<file path="src/rtl/core/tlppq_pkg.sv">
`timescale 1ns / 1ps
// ----------------------------------------------------------------------------
// tlppq_pkg
// Shared types and constants for the two-level priority packet queue.
// ----------------------------------------------------------------------------
package tlppq_pkg;

	localparam int CLASS_DEPTH_DEFAULT = 64;
	localparam int HANDLE_BITS_DEFAULT = 16;

	localparam int HANDLE_W    = 16;
	localparam int TOTAL_W     = 8;
	localparam int QLIMIT_W    = 7;
	localparam int CFG_INDEX_W = 1;
	localparam int CFG_DATA_W  = 7;

	localparam logic [CFG_INDEX_W-1:0] CFG_QUEUE_LIMIT = 1'd0;
	localparam logic [CFG_INDEX_W-1:0] CFG_LIMIT_OFF   = 1'd1;

	typedef enum logic [1:0] {
		OP_ENQUEUE = 2'd0,
		OP_DEQUEUE = 2'd1,
		OP_PREVIEW = 2'd2,
		OP_FLUSH   = 2'd3
	} opcode_t;

	typedef struct packed {
		opcode_t               opcode;
		logic                  priority_req;
		logic [HANDLE_W-1:0]   packet_handle;
	} req_t;

	typedef struct packed {
		logic                  accepted;
		logic [HANDLE_W-1:0]   out_handle;
		logic                  out_was_priority;
		logic                  dropped_valid;
		logic [HANDLE_W-1:0]   dropped_handle;
		logic [TOTAL_W-1:0]    total_count;
	} rsp_t;

	typedef enum logic [1:0] {
		ST_IDLE,
		ST_EXEC,
		ST_FINISH
	} state_t;

	typedef struct packed {
		logic load;
		logic exec;
		logic finish;
	} ctrl_cmd_t;

	typedef struct packed {
		logic out_free;
	} ctrl_status_t;

endpackage

</file>
<file path="src/rtl/core/two_level_priority_packet_queue_top.sv">
`timescale 1ns / 1ps
// ----------------------------------------------------------------------------
// two_level_priority_packet_queue_top
// Packet handle queue with a priority and a normal class, each first-in
// first-out, priority served first, sharing one programmable limit. A
// priority enqueue into a full queue pushes out the newest normal packet and
// returns its handle. One operation is in flight at a time and goes from
// request to response in steps: taking the request, updating the ring
// pointers and issuing the registered memory read, then loading the
// response register. A response that is stalled holds the operation in
// that last step. Rings need no clearing after reset; the block accepts
// requests at once. Configuration is accepted every cycle and should only be
// written while no operation is outstanding.
// ----------------------------------------------------------------------------
module two_level_priority_packet_queue_top #(
	parameter int CLASS_DEPTH = tlppq_pkg::CLASS_DEPTH_DEFAULT,
	parameter int HANDLE_BITS = tlppq_pkg::HANDLE_BITS_DEFAULT
) (
	input  logic                              clk,
	input  logic                              arst_n,
	input  logic                              req_valid,
	output logic                              req_stall,
	input  tlppq_pkg::req_t                   req,
	output logic                              rsp_valid,
	input  logic                              rsp_stall,
	output tlppq_pkg::rsp_t                   rsp,
	input  logic                              cfg_valid,
	output logic                              cfg_ready,
	input  logic [tlppq_pkg::CFG_INDEX_W-1:0] cfg_index,
	input  logic [tlppq_pkg::CFG_DATA_W-1:0]  cfg_data
);
	import tlppq_pkg::*;

	ctrl_cmd_t    cmd;
	ctrl_status_t status;

	assign cfg_ready = 1'b1;

	tlppq_ctrl u_ctrl (
		.clk       (clk),
		.arst_n    (arst_n),
		.req_valid (req_valid),
		.req_stall (req_stall),
		.status    (status),
		.cmd       (cmd)
	);

	tlppq_datapath #(
		.CLASS_DEPTH (CLASS_DEPTH),
		.HANDLE_BITS (HANDLE_BITS)
	) u_datapath (
		.clk       (clk),
		.arst_n    (arst_n),
		.req       (req),
		.rsp       (rsp),
		.rsp_valid (rsp_valid),
		.rsp_stall (rsp_stall),
		.cfg_valid (cfg_valid && cfg_ready),
		.cfg_index (cfg_index),
		.cfg_data  (cfg_data),
		.cmd       (cmd),
		.status    (status)
	);

endmodule

</file>
<file path="src/rtl/core/tlppq_ctrl.sv">
`timescale 1ns / 1ps
// ----------------------------------------------------------------------------
// tlppq_ctrl
// Operation sequencer: takes one transaction, runs it through the datapath
// and hands the result to the output register.
// ----------------------------------------------------------------------------
module tlppq_ctrl (
	input  logic                    clk,
	input  logic                    arst_n,
	input  logic                    req_valid,
	output logic                    req_stall,
	input  tlppq_pkg::ctrl_status_t status,
	output tlppq_pkg::ctrl_cmd_t    cmd
);
	import tlppq_pkg::*;

	state_t state_q;
	state_t state_next;

	always_ff @(posedge clk or negedge arst_n) begin
		if (!arst_n) begin
			state_q <= ST_IDLE;
		end else begin
			state_q <= state_next;
		end
	end

	always_comb begin
		state_next = state_q;
		cmd        = '0;
		req_stall  = 1'b1;
		case (state_q)
			ST_IDLE: begin
				req_stall = 1'b0;
				if (req_valid) begin
					cmd.load   = 1'b1;
					state_next = ST_EXEC;
				end
			end
			ST_EXEC: begin
				cmd.exec   = 1'b1;
				state_next = ST_FINISH;
			end
			ST_FINISH: begin
				if (status.out_free) begin
					cmd.finish = 1'b1;
					state_next = ST_IDLE;
				end
			end
			default: begin
				state_next = ST_IDLE;
			end
		endcase
	end

endmodule

</file>
<file path="src/rtl/core/tlppq_datapath.sv">
`timescale 1ns / 1ps
// ----------------------------------------------------------------------------
// tlppq_datapath
// Two handle rings with pointers and counts, limit registers, push-out
// logic and the result register.
// ----------------------------------------------------------------------------
module tlppq_datapath #(
	parameter int CLASS_DEPTH = tlppq_pkg::CLASS_DEPTH_DEFAULT,
	parameter int HANDLE_BITS = tlppq_pkg::HANDLE_BITS_DEFAULT
) (
	input  logic                                 clk,
	input  logic                                 arst_n,
	input  tlppq_pkg::req_t                      req,
	output tlppq_pkg::rsp_t                      rsp,
	output logic                                 rsp_valid,
	input  logic                                 rsp_stall,
	input  logic                                 cfg_valid,
	input  logic [tlppq_pkg::CFG_INDEX_W-1:0]    cfg_index,
	input  logic [tlppq_pkg::CFG_DATA_W-1:0]     cfg_data,
	input  tlppq_pkg::ctrl_cmd_t                 cmd,
	output tlppq_pkg::ctrl_status_t              status
);
	import tlppq_pkg::*;

	localparam int PW  = (CLASS_DEPTH > 1) ? $clog2(CLASS_DEPTH) : 1;
	localparam int CW  = $clog2(CLASS_DEPTH + 1);
	localparam int TW  = (CW + 1 > QLIMIT_W) ? CW + 1 : QLIMIT_W;
	localparam int TW8 = (TW > TOTAL_W) ? TW : TOTAL_W;
	localparam int XW  = (HANDLE_BITS > HANDLE_W) ? HANDLE_BITS : HANDLE_W;
	localparam logic [PW-1:0] PTR_LAST = PW'(CLASS_DEPTH - 1);
	localparam logic [CW-1:0] CNT_FULL = CW'(CLASS_DEPTH);

	// latched transaction
	opcode_t                op_q;
	logic                   prio_q;
	logic [HANDLE_BITS-1:0] handle_q;

	// configuration
	logic [QLIMIT_W-1:0] queue_limit_q;
	logic                limit_off_q;

	// ring state
	logic [PW-1:0] hrp_q, hwp_q, lrp_q, lwp_q;
	logic [CW-1:0] hcnt_q, lcnt_q;
	logic [PW-1:0] hrp_n, hwp_n, lrp_n, lwp_n;
	logic [CW-1:0] hcnt_n, lcnt_n;

	// memories
	logic [HANDLE_BITS-1:0] high_mem [CLASS_DEPTH];
	logic [HANDLE_BITS-1:0] low_mem  [CLASS_DEPTH];
	logic [HANDLE_BITS-1:0] hi_rdata_q, lo_rdata_q;
	logic                   hi_wr, lo_wr, hi_rd, lo_rd;
	logic [PW-1:0]          lo_raddr;

	// pending result fields
	logic          acc_q, owp_q, from_low_q, dv_q;
	logic [TW-1:0] total_q;
	logic          acc_n, owp_n, from_low_n, dv_n;

	logic [TW-1:0]  total_now, total_after;
	logic           at_limit;
	logic [PW-1:0]  lwp_prev;
	logic [XW-1:0]  hdl_in_x, hi_out_x, lo_out_x;
	logic [TW8-1:0] total_x;
	rsp_t           rsp_q;
	logic           rsp_valid_q;

	function automatic logic [PW-1:0] ring_next(input logic [PW-1:0] p);
		ring_next = (p == PTR_LAST) ? '0 : p + PW'(1);
	endfunction

	assign hdl_in_x = XW'(req.packet_handle);
	assign total_now = TW'(hcnt_q) + TW'(lcnt_q);
	assign at_limit  = !limit_off_q && (total_now >= TW'(queue_limit_q));
	assign lwp_prev  = (lwp_q == '0) ? PTR_LAST : lwp_q - PW'(1);

	always_ff @(posedge clk) begin
		if (cmd.load) begin
			op_q     <= req.opcode;
			prio_q   <= req.priority_req;
			handle_q <= hdl_in_x[HANDLE_BITS-1:0];
		end
	end

	always_ff @(posedge clk or negedge arst_n) begin
		if (!arst_n) begin
			queue_limit_q <= '0;
			limit_off_q   <= 1'b0;
		end else if (cfg_valid) begin
			case (cfg_index)
				CFG_QUEUE_LIMIT: queue_limit_q <= cfg_data[QLIMIT_W-1:0];
				CFG_LIMIT_OFF:   limit_off_q   <= cfg_data[0];
				default: begin
				end
			endcase
		end
	end

	always_comb begin
		hrp_n = hrp_q; hwp_n = hwp_q; lrp_n = lrp_q; lwp_n = lwp_q;
		hcnt_n = hcnt_q; lcnt_n = lcnt_q;
		acc_n = 1'b0; owp_n = 1'b0; from_low_n = 1'b0; dv_n = 1'b0;
		hi_wr = 1'b0; lo_wr = 1'b0; hi_rd = 1'b0; lo_rd = 1'b0;
		lo_raddr = lrp_q;
		case (op_q)
			OP_ENQUEUE: begin
				if (prio_q) begin
					if (hcnt_q < CNT_FULL && (!at_limit || lcnt_q != '0)) begin
						hi_wr  = 1'b1;
						hwp_n  = ring_next(hwp_q);
						hcnt_n = hcnt_q + CW'(1);
						acc_n  = 1'b1;
						if (at_limit) begin
							// push out the newest normal packet
							lo_rd    = 1'b1;
							lo_raddr = lwp_prev;
							lwp_n    = lwp_prev;
							lcnt_n   = lcnt_q - CW'(1);
							dv_n     = 1'b1;
						end
					end
				end else if (!at_limit && lcnt_q < CNT_FULL) begin
					lo_wr  = 1'b1;
					lwp_n  = ring_next(lwp_q);
					lcnt_n = lcnt_q + CW'(1);
					acc_n  = 1'b1;
				end
			end
			OP_DEQUEUE, OP_PREVIEW: begin
				if (hcnt_q != '0) begin
					hi_rd = 1'b1;
					acc_n = 1'b1;
					owp_n = 1'b1;
					if (op_q == OP_DEQUEUE) begin
						hrp_n  = ring_next(hrp_q);
						hcnt_n = hcnt_q - CW'(1);
					end
				end else if (lcnt_q != '0) begin
					lo_rd      = 1'b1;
					acc_n      = 1'b1;
					from_low_n = 1'b1;
					if (op_q == OP_DEQUEUE) begin
						lrp_n  = ring_next(lrp_q);
						lcnt_n = lcnt_q - CW'(1);
					end
				end
			end
			OP_FLUSH: begin
				hrp_n = '0; hwp_n = '0; lrp_n = '0; lwp_n = '0;
				hcnt_n = '0; lcnt_n = '0;
			end
			default: begin
			end
		endcase
	end

	assign total_after = TW'(hcnt_n) + TW'(lcnt_n);

	always_ff @(posedge clk or negedge arst_n) begin
		if (!arst_n) begin
			hrp_q  <= '0;
			hwp_q  <= '0;
			lrp_q  <= '0;
			lwp_q  <= '0;
			hcnt_q <= '0;
			lcnt_q <= '0;
		end else if (cmd.exec) begin
			hrp_q  <= hrp_n;
			hwp_q  <= hwp_n;
			lrp_q  <= lrp_n;
			lwp_q  <= lwp_n;
			hcnt_q <= hcnt_n;
			lcnt_q <= lcnt_n;
		end
	end

	always_ff @(posedge clk) begin
		if (cmd.exec) begin
			acc_q      <= acc_n;
			owp_q      <= owp_n;
			from_low_q <= from_low_n;
			dv_q       <= dv_n;
			total_q    <= total_after;
		end
	end

	always_ff @(posedge clk) begin
		if (cmd.exec && hi_wr) begin
			high_mem[hwp_q] <= handle_q;
		end
		if (cmd.exec && hi_rd) begin
			hi_rdata_q <= high_mem[hrp_q];
		end
	end

	always_ff @(posedge clk) begin
		if (cmd.exec && lo_wr) begin
			low_mem[lwp_q] <= handle_q;
		end
		if (cmd.exec && lo_rd) begin
			lo_rdata_q <= low_mem[lo_raddr];
		end
	end

	assign hi_out_x = XW'(hi_rdata_q);
	assign lo_out_x = XW'(lo_rdata_q);
	assign total_x  = TW8'(total_q);

	always_ff @(posedge clk) begin
		if (cmd.finish) begin
			rsp_q.accepted         <= acc_q;
			rsp_q.out_was_priority <= owp_q;
			rsp_q.dropped_valid    <= dv_q;
			rsp_q.total_count      <= total_x[TOTAL_W-1:0];
			rsp_q.out_handle       <= owp_q ? hi_out_x[HANDLE_W-1:0] :
						  from_low_q ? lo_out_x[HANDLE_W-1:0] : '0;
			rsp_q.dropped_handle   <= dv_q ? lo_out_x[HANDLE_W-1:0] : '0;
		end
	end

	always_ff @(posedge clk or negedge arst_n) begin
		if (!arst_n) begin
			rsp_valid_q <= 1'b0;
		end else if (cmd.finish) begin
			rsp_valid_q <= 1'b1;
		end else if (!rsp_stall) begin
			rsp_valid_q <= 1'b0;
		end
	end

	assign status.out_free = !rsp_valid_q || !rsp_stall;
	assign rsp             = rsp_q;
	assign rsp_valid       = rsp_valid_q;

endmodule

</file>
<file path="config.mk">
export PLATFORM = sky130hd
export DESIGN_NAME = two_level_priority_packet_queue_top
export DESIGN_NICKNAME = d
export VERILOG_FILES = /design/src/rtl/core/tlppq_pkg.sv /design/src/rtl/core/two_level_priority_packet_queue_top.sv /design/src/rtl/core/tlppq_ctrl.sv /design/src/rtl/core/tlppq_datapath.sv
export SDC_FILE = /design/constraint.sdc
export NUM_CORES = 2
export LEC_CHECK = 0
export ABC_AREA = 1
export BUFFER_PORTS_ARGS = -buffer_cell sky130_fd_sc_hd__buf_4
export CORE_ASPECT_RATIO = 0.9
export CORE_MARGIN = 1.5
export CORE_UTILIZATION = 35
export CTS_CLUSTER_SIZE = 25
export DETAILED_ROUTE_END_ITERATION = 6
export PLACE_DENSITY = 0.57
export SYNTH_ARGS = -nofsm -noshare
export SYNTH_HDL_FRONTEND = slang
export SYNTH_SLANG_ARGS = --single-unit
</file>
<file path="constraint.sdc">
create_clock -name clk -period 6.9 [get_ports clk]
set_input_delay 0.345 -clock clk [delete_from_list [all_inputs] [get_ports clk]]
set_output_delay 0.345 -clock clk [all_outputs]
set_load 0.1 [all_outputs]
</file>
==> Yosys cells after proc, flatten, opt, wreduce, memory -nomap -nowiden <==
Memory sizes are Yosys's and may differ from the RTL's. A register that Yosys moved wholly into a read port is not among the register bits.
Cells that the tools add are included.
{ "word_totals": {"ff_bits": 123, "mem_bits_rw": 2048, "in_bits": 32, "out_inout_bits": 46, "mem_count": 2} }
{ "memory_table": {"columns": ["name", "depth", "width", "rd", "rd_clocked_by_memory_dff", "wr", "line_no", "rtl"], "rows": [
  ["u_datapath.high_mem", 64, 16, 1, 1, 1, "tlppq_datapath.sv:49", "logic [HANDLE_BITS-1:0] high_mem [CLASS_DEPTH];"],
  ["u_datapath.low_mem", 64, 16, 1, 1, 1, "tlppq_datapath.sv:50", "logic [HANDLE_BITS-1:0] low_mem [CLASS_DEPTH];"]
]} }
{ "op_classes": {"add_sub_neg": 11, "n_lt_le_gt_ge": 3, "eq_ne": 21, "n_mux": 71, "bitwise": 1, "reduce_logical": 28} }
{ "op_table": {"columns": ["op", "count"], "rows": [
  ["6-bit two-way mux", 20],
  ["7-bit two-way mux", 11],
  ["6-bit one-hot mux with 2 select lines", 4],
  ["7-bit one-hot mux with 3 select lines", 2],
  ["16-bit two-way mux", 2],
  ["1-bit two-way mux", 27],
  ["6-bit by 1-bit adder with 6-bit output, second input constant", 4],
  ["6-bit equality test, second input constant", 4],
  ["7-bit by 7-bit adder with 8-bit output", 2],
  ["7-bit by 1-bit adder with 7-bit output, second input constant", 2],
  ["7-bit less-than comparator, second input constant", 2],
  ["7-bit nonzero test", 2],
  ["7-bit by 1-bit subtractor with 7-bit output, second input constant", 2],
  ["2-bit by 1-bit != test with 1-bit output, second input constant", 6],
  ["5-bit AND reduction", 2],
  ["8-bit by 7-bit greater-or-equal comparator with 1-bit output", 1],
  ["4-bit AND reduction", 2],
  ["1-bit logical AND", 7],
  ["2-bit equality test, second input constant", 3],
  ["6-bit zero test", 1],
  ["2-bit != test, second input constant", 3],
  ["3-bit != test, second input constant", 2],
  ["2-bit one-hot mux with 3 select lines", 1],
  ["2-bit AND reduction", 3],
  ["other kinds (11)", 20]
]} }

==> Depth between registers and ports, before layout <==
{ "logic_depth": {"ltp_word": 12, "mapped_depth": 31} }

==> Modules after synthesis <==
Synthesis repeated with hierarchy kept, for this count alone.
{ "unflattened": {"hier_cells": 7857, "area_unflattened_um2": 92038.3} }
{ "modules_own_cells": {"columns": ["mod", "n_inst", "cells_per_inst", "area_per_inst_um2", "seq_area_each_um2"], "rows": [
  ["tlppq_datapath", 1, 7839, 91916.9, 65858.2],
  ["tlppq_ctrl", 1, 16, 110.1, 50.0],
  ["two_level_priority_packet_queue_top", 1, 2, 11.3, 0.0]
]} }

==> Least setup slack after synthesis <==
Ideal clock, no wire load.
{ "synth_timing": {"kind": "register to register", "from": "reg u_datapath.lcnt_q[0]", "to": "mem u_datapath.high_mem[16][0] in the netlist's numbering (enable)", "arrival_ns": 4.638, "setup_slack_ns": 1.832, "stages_incl_launch_ff": 24, "period_less_slack_ns": 5.068, "cell_sequence": "dfrtp_1 > ha_1 > fa_1 > nand3_1 > nand2_1 > a21o_1 > a21oi_1 > xnor2_1 > ha_1 > inv_1 > o21a_1 > nand2_1 > nor2_1 > nand2_2 > nand2_1 > inv_1 > nand2_1 > nand2_1 > nor2_1 > inv_1 > nor2_1 > buf_2 > nand2_1 > nor4_1"} }
{ "synth_via": {"elab_chain_len": 12} }
{ "synth_lines": {"columns": ["element", "line_no", "rtl"], "rows": [
  ["start: declaration", "tlppq_datapath.sv:44", "logic [CW-1:0] hcnt_q, lcnt_q;"],
  ["start signal: assignment", "tlppq_datapath.sv:173", "lcnt_q <= lcnt_n;"],
  ["7-bit by 7-bit adder with 8-bit output", "tlppq_datapath.sv:73", "assign total_now = TW'(hcnt_q) + TW'(lcnt_q);"],
  ["8-bit by 7-bit greater-or-equal comparator with 1-bit output", "tlppq_datapath.sv:74", "assign at_limit = !limit_off_q && (total_now >= TW'(queue_limit_q));"],
  ["1-bit logical AND", "tlppq_datapath.sv:74", null],
  ["1-bit zero test", "tlppq_datapath.sv:108", "if (hcnt_q < CNT_FULL && (!at_limit || lcnt_q != '0)) begin"],
  ["1-bit logical OR (*)", "tlppq_datapath.sv:108", null],
  ["1-bit logical AND (*)", "tlppq_datapath.sv:108", null],
  ["1-bit two-way mux (*)", "tlppq_datapath.sv:108", null],
  ["1-bit two-way mux (*)", "tlppq_datapath.sv:107", "if (prio_q) begin"],
  ["1-bit two-way mux (*)", "tlppq_datapath.sv:105", "case (op_q)"],
  ["1-bit logical AND (*)", "tlppq_datapath.sv:188", "if (cmd.exec && hi_wr) begin"],
  ["1-bit two-way mux (*)", "tlppq_datapath.sv:188", null],
  ["1-bit two-way mux (implied by the code) (*)", "tlppq_datapath.sv:189", "high_mem[hwp_q] <= handle_q;"],
  ["end: declaration", "tlppq_datapath.sv:49", null]
]} }
Mark *: on every way between the ends. The rest lies on a longest branch, timed or not.

==> Worst setup path in the final report <==
{ "layout_timing": {"from": "reg u_datapath.lcnt_q[0]", "to": "reg u_datapath.lo_rdata_q[12] (netlist: u_datapath.lo_out_x[12]) (read register of u_datapath.low_mem), data pin"} }
{ "layout_via": {"elab_chain_len": 10} }
{ "layout_lines": {"columns": ["element", "line_no", "rtl"], "rows": [
  ["7-bit by 7-bit adder with 8-bit output", "tlppq_datapath.sv:73", null],
  ["8-bit by 7-bit greater-or-equal comparator with 1-bit output", "tlppq_datapath.sv:74", null],
  ["1-bit logical AND", "tlppq_datapath.sv:74", null],
  ["1-bit zero test", "tlppq_datapath.sv:108", null],
  ["1-bit logical OR", "tlppq_datapath.sv:108", null],
  ["1-bit logical AND", "tlppq_datapath.sv:108", null],
  ["1-bit two-way mux", "tlppq_datapath.sv:108", null],
  ["1-bit two-way mux", "tlppq_datapath.sv:107", null],
  ["1-bit one-hot mux with 2 select lines", "tlppq_datapath.sv:105", null],
  ["1-bit logical AND", "tlppq_datapath.sv:200", "if (cmd.exec && lo_rd) begin"],
  ["end: declaration", "tlppq_datapath.sv:51", "logic [HANDLE_BITS-1:0] hi_rdata_q, lo_rdata_q;"]
]} }
Several ways; a longest one is shown, not always the timed one.
A chain may end at the register's enable or synchronous reset.

==> run summary <==
Pleak = 0.03882 µW
crit-path leading delay family = simple AND/OR/NAND/NOR gates
initial antenna violation count = 10
crit path max-delay cell type = nand2_8
crit-path max FO = 57
RSZ-0062 raised after global routing = no
Clock Sinks = 2203
Most common cell on crit path = nand3_1
Synth Flop Type = edfxtp_1
CP endpoint kind = register
GRT Total Usage = 19.85%
fin crit share = 88.03%
Seq/Total Area, Yosys = 71.52%
syn avg cell area = 11.44 µm²
vias = 61630
flop-to-flop setup slack = 0.83 ns
Hold Slack = 0.06202 ns
Nets = 8220
reg-to-reg critical path endpoint = u_datapath.lo_out_x[12]$_DFFE_PP_
Tmin final = 6.074 ns
area growth from synthesis to layout = 13.93%
CP Data Required Time = 7.53 ns
final WL = 268600 µm
Core Area = 261700 µm²
CTS max path bufs = 3
worst path bufs/invs = 2
Max Clk Rate = 164.6 MHz
Worst Tran Pin Value = 1.238 ns
syn_nets = 8124
DRC = 0
cell count after synthesis = 8055
GRT Residual Overflow = 0
Clock Skew = 0.1066 ns
largest net degree at the start of global routing = 170
iteration-0 DRC count of the detailed router = 7597
share of cells above drive strength 1 = 8.054%
number of enable flip-flop cells after synthesis = 2154
Synth cell types = 48
post-route antenna net violation count = 0
placed cells = 11404
Max Cap Viol = 0
post-synthesis cell area = 92150 µm²
Initial Util = 35.21%
post-route non-filler standard cell count = 11858
Filler cells = 24698
post-DP HPWL = 150600 µm
routability cong. = 0.8823
CTS tree = built
total stage count of the critical path = 25
Pins Over Slew Limit = 0
status = finished, final reports clean
flops & latches, synth = 2203
H-tree depth = 4
maximum VDD drop = 0.0003201 V
asr flop ratio synth = 2.224%
worst setup path startpoint = u_datapath.lcnt_q[0]$_DFFE_PN0P_
Reg clk slew, reported paths = 0.06 ns
number of I/O pins = 78
Die ar. = 266400 µm²
kind of critical path = reg2reg
worst reg2reg path depth = 25
Final Hold Fails = 0
drt pass-1 iters = 6
crit path to = u_datapath.lo_out_x[12]$_DFFE_PP_
Relative slew margins = 17.50%
Worst path max stage delay = 0.55 ns
Port Buf Inserts = 76
crit path DAT = 6.71 ns
floorplan die height = 489.8 µm
Hold Path Class = in2async
largest cells by area after synthesis = edfxtp_1, nand2_1, nand3_1
Reg-to-Reg Start = u_datapath.lcnt_q[0]$_DFFE_PN0P_
Clock Latency Late Sink = 0.89 ns
vias in the first global route = 58436
FP Rows = 178
die width = 543.9 µm
CTS Buf Count = 224
Synth top area share = 70.19%
Synth Warn # = 0
pwr/cell area = 364.8 nW/µm²
wire per inst = 22.65 µm
global-route wire length before repair = 394800 µm
Setup-failing EPs final = 0
DR vias/cell = 5.197
clock root buffer = clkbuf_16
setup_tns = 0 ns
post-synth top area cell = edfxtp_1
CP Launch Type = register
==> state kept, by name, summed over array words and instances, names as in the netlist, 8 cells and up <==
signal	count
u_datapath.high_mem	1024
u_datapath.lo_out_x	16
u_datapath.rsp	43
u_datapath.hi_out_x	16
u_datapath.low_mem	1024
u_datapath.total_q	8
u_datapath.handle_q	16
==> cell families after synthesis <==
kind of cell,count (synthesis),synth area share (%)
simple gates,3245,14.73
flops,2203,71.52
buf+inv,1440,6.159
compound gates,1107,6.853
fa+ha+maj,37,0.5187
xor+xnor,22,0.2091
other cells,1,0.004069
==> layout make-up <==
type,count,area [µm²],share of cell area (%)
well taps,3510,4392,4.183
inverters,975,3675,3.500
repair buffers,335,2880,2.744
clock buffers,281,5889,5.610
clock inverters,138,1514,1.442
flip-flops and latches,2203,65920,62.79
diodes,4,10.01,0.009534
multi-input cells,4412,20700,19.72
==> synth_stat cells (36+ instances only) <==
| master | number |
|---|---|
| a21oi_1 | 57 |
| nor3_1 | 36 |
| nand2_1 | 1391 |
| o211ai_1 | 43 |
| o221ai_1 | 65 |
| clkbuf_1 | 270 |
| o21ai_0 | 665 |
| dfrtp_1 | 49 |
| inv_1 | 963 |
| o22ai_1 | 228 |
| nand3_1 | 995 |
| edfxtp_1 | 2154 |
| buf_2 | 156 |
| nor2_1 | 796 |
==> repair_timing <==
item,4_1_cts,5_1_grt
setup buffers,0,0
gates resized for setup,0,0
hold buffers,31,0
endpoints found under the hold margin,80,0
==> per-layer routing <==
metal,share of wire [%],GRT usage (%),vias to the layer above,wire [µm]
li1,-,-,28059,-
met1,43,28.02,30515,115800
met2,45,30.55,2613,121100
met3,8.2,3.553,433,22070
met4,3.6,7.320,10,9571
met5,0.026,0,-,69
==> through the flow <==
step / power, µW / setup WS (ns) / utilization (%) / area [µm²]
2_1_floorplan: 22530 / 1.832 / - / 92150
3_3_place_gp: 26120 / 1.004 / 37.17 / 97260
3_5_place_dp: 26250 / 0.9223 / 37.17 / 97260
4_1_cts: 38420 / 0.9426 / 40.11 / 105000
5_1_grt: 39930 / 0.5700 / 40.11 / 105000
6_report: 38300 / 0.8261 / 40.12 / 105000
==> cell usage in the layout, fill, tap and decap left out, types with 5 or more instances in the layout <==
master         instances
a31oi_1                8
inv_1                960
inv_6                  6
nand4_1               14
nor2_1               795
edfxtp_1            2154
clkinv_2              42
o221ai_1              65
o211ai_1              43
nand2_1             1390
clkbuf_1              50
ha_1                  35
buf_12                23
dlygate4sd3_1         31
clkbuf_16            224
xnor2_1                5
nor3_1                27
clkinv_16              9
clkinv_1              48
bufinv_16             21
o32ai_1                8
o21ai_4                5
buf_4                281
o21ai_0              665
o31ai_1                5
a21oi_1               56
xor2_1                17
nand3_1              995
a211o_1                5
o22ai_1              228
inv_2                  5
dfrtp_1               45
nor3_2                10
clkinvlp_4            10
clkbuf_8               7
==> how the worst min path moves through the flow <==
stage	endpoint	depth (start not counted)	from	slack [ns]
after floorplan	u_ctrl.state_q[0]$_DFFE_PN0P_	0	arst_n	0.05
after global routing	u_datapath.limit_off_q$_DFFE_PN0P_	2	arst_n	0.11
after detailed placement	u_datapath.rsp[0]$_DFFE_PP_	0	u_datapath.total_q[0]$_DFFE_PP_	0.41
after CTS	u_datapath.hcnt_q[0]$_DFFE_PN0P_	2	arst_n	0.05
final	u_datapath.limit_off_q$_DFFE_PN0P_	2	arst_n	0.06
after global placement	u_datapath.rsp[7]$_DFFE_PP_	0	u_datapath.total_q[7]$_DFFE_PP_	0.40
==> where the power goes <==
part	switching (µW)	total, µW	internal (µW)
Clock	5330	12200	6880
Sequential	320	15600	15300
Combinational	7840	10500	2630
Total	13500	38300	24800
No activity file was read; power rests on OpenSTA's default activity.
